`src/sv/ipru_pkg.sv`:
```
// ----------------------------------------------------------------------------
// ipru_pkg
// Shared types and constants for the integer pixel replicating upscaler.
// ----------------------------------------------------------------------------
package ipru_pkg;

    localparam int CFG_DATA_W  = 11;
    localparam int SCALE_REG_W = 7;
    localparam int WIDTH_REG_W = 11;
    localparam int PIXEL_W     = 24;

    typedef logic [0:0] t_cfg_idx;

    localparam t_cfg_idx CFG_SCALE     = 1'b0;
    localparam t_cfg_idx CFG_SRC_WIDTH = 1'b1;

    typedef enum logic {
        OP_LOAD = 1'b0,
        OP_TICK = 1'b1
    } t_opcode;

    typedef struct packed {
        t_opcode    opcode;
        logic [7:0] in_blue;
        logic [7:0] in_green;
        logic [7:0] in_red;
    } t_in_item;

    typedef struct packed {
        logic [7:0] out_blue;
        logic [7:0] out_green;
        logic [7:0] out_red;
        logic       row_end;
        logic [1:0] pad_bytes;
        logic       src_row_done;
    } t_out_item;

    typedef struct packed {
        logic       row_end;
        logic [1:0] pad_bytes;
        logic       src_row_done;
    } t_out_meta;

endpackage

```
`src/sv/ipru_ctrl.sv`:
```
// ----------------------------------------------------------------------------
// ipru_ctrl
// Configuration registers, load/emit counters and line buffer addressing.
// ----------------------------------------------------------------------------
module ipru_ctrl import ipru_pkg::*; #(
    parameter int MAX_WIDTH = 1024,
    parameter int MAX_SCALE = 64,
    localparam int AW = (MAX_WIDTH > 1) ? $clog2(MAX_WIDTH) : 1
) (
    input  logic                  i_clk,
    input  logic                  i_rst_n,
    input  logic                  i_cfg_we,
    input  t_cfg_idx              i_cfg_idx,
    input  logic [CFG_DATA_W-1:0] i_cfg_data,
    input  logic                  i_accept,
    input  t_in_item              i_item,
    output logic                  o_wr_en,
    output logic [AW-1:0]         o_wr_addr,
    output logic [PIXEL_W-1:0]    o_wr_data,
    output logic                  o_rd_en,
    output logic [AW-1:0]         o_rd_addr,
    output t_out_meta             o_meta
);

    localparam int LW = $clog2(MAX_WIDTH + 1) > 0 ? $clog2(MAX_WIDTH + 1) : 1;
    localparam int SW = $clog2(MAX_SCALE + 1) > 0 ? $clog2(MAX_SCALE + 1) : 1;
    localparam int CW = (LW > WIDTH_REG_W) ? LW : WIDTH_REG_W;
    localparam int KW = (SW > SCALE_REG_W) ? SW : SCALE_REG_W;

    logic [SCALE_REG_W-1:0] r_scale;
    logic [WIDTH_REG_W-1:0] r_src_width;
    logic [LW-1:0]          r_loaded, n_loaded;
    logic                   r_emitting, n_emitting;
    logic [LW-1:0]          r_col, n_col;
    logic [SW-1:0]          r_hcopy, n_hcopy;
    logic [SW-1:0]          r_vcopy, n_vcopy;

    logic [LW-1:0] eff_w;
    logic [SW-1:0] eff_s;
    logic [CW-1:0] width_ext;
    logic [KW-1:0] scale_ext;
    logic          do_load, do_tick;
    logic          can_store;
    logic [LW-1:0] loaded_inc;
    logic          last_copy, last_col, last_vert;

    always_ff @(posedge i_clk) begin
        if (!i_rst_n) begin
            r_scale     <= SCALE_REG_W'(1);
            r_src_width <= WIDTH_REG_W'(1);
        end else if (i_cfg_we) begin
            case (i_cfg_idx)
                CFG_SCALE:     r_scale     <= i_cfg_data[SCALE_REG_W-1:0];
                CFG_SRC_WIDTH: r_src_width <= i_cfg_data[WIDTH_REG_W-1:0];
                default:       r_scale     <= r_scale;
            endcase
        end
    end

    always_comb begin
        width_ext = CW'(r_src_width);
        scale_ext = KW'(r_scale);
        if (width_ext == '0) begin
            eff_w = LW'(1);
        end else if (width_ext > CW'(MAX_WIDTH)) begin
            eff_w = LW'(MAX_WIDTH);
        end else begin
            eff_w = LW'(width_ext);
        end
        if (scale_ext == '0) begin
            eff_s = SW'(1);
        end else if (scale_ext > KW'(MAX_SCALE)) begin
            eff_s = SW'(MAX_SCALE);
        end else begin
            eff_s = SW'(scale_ext);
        end
    end

    assign do_load    = i_accept && (i_item.opcode == OP_LOAD) && !r_emitting;
    assign do_tick    = i_accept && (i_item.opcode == OP_TICK) && r_emitting;
    assign can_store  = r_loaded < eff_w;
    assign loaded_inc = r_loaded + LW'(1);
    assign last_copy  = (r_hcopy + SW'(1)) >= eff_s;
    assign last_col   = (r_col + LW'(1)) >= eff_w;
    assign last_vert  = (r_vcopy + SW'(1)) >= eff_s;

    always_comb begin
        n_loaded   = r_loaded;
        n_emitting = r_emitting;
        n_col      = r_col;
        n_hcopy    = r_hcopy;
        n_vcopy    = r_vcopy;
        o_meta     = '0;
        if (do_load) begin
            if (can_store) begin
                n_loaded = loaded_inc;
            end
            if (n_loaded >= eff_w) begin
                n_emitting = 1'b1;
            end
        end
        if (do_tick) begin
            o_meta.row_end = last_copy && last_col;
            if (last_copy && last_col) begin
                o_meta.pad_bytes = 2'(2'(eff_w) * 2'(eff_s));
            end
            if (!last_copy) begin
                n_hcopy = r_hcopy + SW'(1);
            end else begin
                n_hcopy = '0;
                if (!last_col) begin
                    n_col = r_col + LW'(1);
                end else begin
                    n_col = '0;
                    if (last_vert) begin
                        n_vcopy             = '0;
                        n_loaded            = '0;
                        n_emitting          = 1'b0;
                        o_meta.src_row_done = 1'b1;
                    end else begin
                        n_vcopy = r_vcopy + SW'(1);
                    end
                end
            end
        end
    end

    always_ff @(posedge i_clk) begin
        if (!i_rst_n) begin
            r_loaded   <= '0;
            r_emitting <= 1'b0;
            r_col      <= '0;
            r_hcopy    <= '0;
            r_vcopy    <= '0;
        end else begin
            r_loaded   <= n_loaded;
            r_emitting <= n_emitting;
            r_col      <= n_col;
            r_hcopy    <= n_hcopy;
            r_vcopy    <= n_vcopy;
        end
    end

    assign o_wr_en   = do_load && can_store;
    assign o_wr_addr = r_loaded[AW-1:0];
    assign o_wr_data = {i_item.in_red, i_item.in_green, i_item.in_blue};
    assign o_rd_en   = do_tick;
    assign o_rd_addr = r_col[AW-1:0];

endmodule

```
`config.mk`:
```
export PLATFORM = sky130hd
export DESIGN_NAME = ipru_ctrl
export DESIGN_NICKNAME = d
export VERILOG_FILES = /design/src/sv/ipru_pkg.sv /design/src/sv/ipru_ctrl.sv
export SDC_FILE = /design/constraint.sdc
export NUM_CORES = 1
export LEC_CHECK = 0
export ABC_AREA = 1
export BUFFER_PORTS_ARGS = -buffer_cell sky130_fd_sc_hd__buf_2
export CORE_UTILIZATION = 45
export CTS_BUF_LIST = sky130_fd_sc_hd__clkbuf_8
export DETAILED_ROUTE_END_ITERATION = 12
export PLACE_DENSITY_LB_ADDON = 0.1
export SETUP_SLACK_MARGIN = 0.1
export SYNTH_ARGS = -nofsm -noshare
export SYNTH_HDL_FRONTEND = slang
export SYNTH_SLANG_ARGS = --single-unit
```
`constraint.sdc`:
```
create_clock -name i_clk -period 5.16 [get_ports i_clk]
set_clock_uncertainty 0.2 [all_clocks]
set_input_delay 0.774 -clock i_clk [delete_from_list [all_inputs] [get_ports i_clk]]
set_output_delay 0.774 -clock i_clk [all_outputs]
set_load 0.03 [all_outputs]
```
==> impl_metrics.csv <==
group,metric,value,unit
synth,avgSynthCellArea,7.08,um2
clock_tree,cts_root_buffer,"clkbuf_8",
power,power,0.000928,W
sta,hold_ws,0.286,ns
power,cellPowerDensity,207,nW/um2
drt,drt_wl_total,10200,um
synth,synth-seq-cells,55,
drt,drt_iter0_drc,131,
final_layout,antennaDiodeCount,0,
synth,synthDistinctLibCells,38,
final_layout,final_common_cell,"nand2_1",
hold_path,min_path_type,"reg2reg",
critical_path,worstPathArrival,3.37,ns
die,num_io_pins,91,
power,peakVddDrop,0.000132,V
clock_tree,holdBufCountCts,0,
critical_path,crit_buf_inv,2,
final_layout,final_cell_mix,"111 x nand2_1, 75 x nor2_1, 65 x inv_1",
critical_path,end_kind,"output port",
critical_path,regToRegSetupSlack,0.92,ns
final_layout,fin_cells,749,
critical_path,critical_path.top_delay_family,"simple AND/OR/NAND/NOR gates",
placement,dp_cells,741,
global_route,grt_pass1_wl,17100,um
critical_path,crit_slowest_cell,"o31ai_1",
clock_tree,clkSinkCount,55,
critical_path,cpMostUsedCell,"nand2_1",
sta,rsz0062_at_grt,"no",
clock_tree,htreeDepth,2,
sta,timing.final.crit_share,84.2,%
sta,slew_violations,0,
outcome,status,"finished, final reports clean",
synth,synth_edf_count,0,
placement,gp_congestion,0.816,
die,core,9370,um2
drt,viasPerCell,5.02,
synth,synth_area_leaders,"dfxtp_1 25%, ha_1 14%, nand2_1 9.4%, buf_4 7.5%, nor2_1 6.4%",
critical_path,crit_chain,"or2_1, o31ai_1, nand2_1, ha_1, nand2_1, nor2_1, nand2_1, nor2_1, nor2_4, nor2_8, inv_2, nor3_1, buf_2",
critical_path,worstSetupPathType,"reg2out",
final_layout,nets,710,
synth,seq_area_frac_synth,24.9,%
clock_tree,cts_buffers,5,
global_route,grt_usage,21.1,%
sta,worstMarginPinSlew,0.658,ns
drt,drt_first_pass_iters,5,
sta,slew_headroom,55.8,%
clock_tree,cts.path.max_buffers,2,
global_route,gr-total-overflow,0,
die,initial_core_util,47.1,%
synth,yosysWarnings,0,
synth,synthCells,624,
run,maxCapViolCount,0,
clock_tree,cts_tree,"yes",
sta,layout_min_cycle_time,4.35,ns
synth,synth_ff_type,"dfxtp_1",
drt,route.detailed.drc,0,
critical_path,required,4.19,ns
critical_path,critPathLaunchType,"register",
synth,syn-cell-area,4420,um2
drt,vias,3760,
synth,yosysTopAreaCellShare,24.9,%
final_layout,drive_above_1_share,15.5,%
sta,fmax,230,MHz
drt,wl_per_cell,13.6,um
die,die_h,101,um
global_route,antenna_found_initial,0,
die,rows,35,
sta,setup_viol,0,
clock_tree,clock_latency,0.31,ns
drt,postRouteAntennaNets,0,
sta,finalHoldViolations,0,
clock_tree,cts_setup_buffers,0,
final_layout,area_delta_synth_final,1.70,%
die,dieWidth,101,um
placement,port_buffers,42,
global_route,grt_max_degree,31,
critical_path,cpPeakStageDelay,0.60,ns
synth,synth_largest_area_cell,"dfxtp_1",
synth,synthArstFlopShare,0,%
global_route,grt_pass1_vias,3632,
synth,synth_fp_nets,715,
clock_tree,clk_pin_slew,0.11,ns
placement,dpl.hpwl,8230,um
critical_path,cp_max_fo,12,
die,fp.dieArea,10200,um2
power,p_leak,2.21,nW
clock_tree,cts.repair.resized,0,
sta,tns,0,ns
-- metrics by stage --
step	area (um2)	utilization (%)	setup slack, ns
after floorplan	4420	-	1.06
after global placement	4400	46.9	0.989
after detailed placement	4400	46.9	0.922
after CTS	4490	47.9	0.809
after global routing	4490	47.9	0.395
final	4490	47.9	0.813
-- Yosys cell counts, types with 3 or more instances --
cell type / number
nand2_1: 111
nor2_1: 75
inv_1: 64
dfxtp_1: 55
ha_1: 50
buf_4: 44
a21oi_1: 41
nand3_1: 35
o21ai_0: 30
nand2_2: 18
xor2_1: 16
nand4_1: 10
nand3_2: 8
a21oi_2: 7
xnor2_1: 7
a22oi_1: 6
nor3_1: 6
clkbuf_1: 5
buf_6: 4
inv_2: 4
clkinv_1: 3
nand3b_1: 3
nor2_2: 3
-- per-layer routing --
metal,up-vias,track usage [%],part of all wire [%]
met5,-,0,0
met4,0,4.57,1.1
met3,11,2.91,4.5
met2,90,38.0,48
met1,1671,26.6,46
li1,1988,-,-
-- worst paths after layout --
check	cells past startpoint	start	end
max	13	r_src_width[8]$_SDFFE_PN0P_	o_meta[1]
max reg2reg	19	r_src_width[8]$_SDFFE_PN0P_	r_emitting$_SDFF_PN0_
min reg2reg	2	r_scale[5]$_SDFFE_PN0P_	r_scale[5]$_SDFFE_PN0P_
min	2	r_scale[5]$_SDFFE_PN0P_	r_scale[5]$_SDFFE_PN0P_
-- cells by family after synthesis --
| family | Yosys count | synth area share, % |
|---|---|---|
| XOR/XNOR | 23 | 4.56 |
| AND/OR/NAND/NOR | 277 | 29.1 |
| flip-flops | 55 | 24.9 |
| AO/OA/AOI/OAI | 93 | 12.1 |
| buffers and inverters | 126 | 15.2 |
| adder cells (fa/ha/maj) | 50 | 14.2 |
-- sequential cells by signal, summed over array words and instances (netlist names) --
register	cells
r_col	11
r_loaded	11
r_src_width	11
r_hcopy	7
r_scale	7
r_vcopy	7
r_emitting	1
-- report_power, final --
part / internal, W / switching (W)
Combinational: 0.0000725 / 0.000143
Clock: 0.000109 / 0.000152
Sequential: 0.000438 / 0.0000139
-- tightest hold or removal path, stage by stage (launching register included) --
cell and delay, ns:
dfxtp_1 0.33, inv_1 0.07, a21oi_1 0.06
-- final cells by class --
type                       count  area [um2]
timing repair buffer          43         218
tap                          129         161
inverter                      71         267
multi-input combinational    443        2650
sequential                    55        1100
fill                        1002        4880
clock inverter                 2        12.5
clock buffer                   6        82.6
No activity file was read; power rests on OpenSTA's default activity.
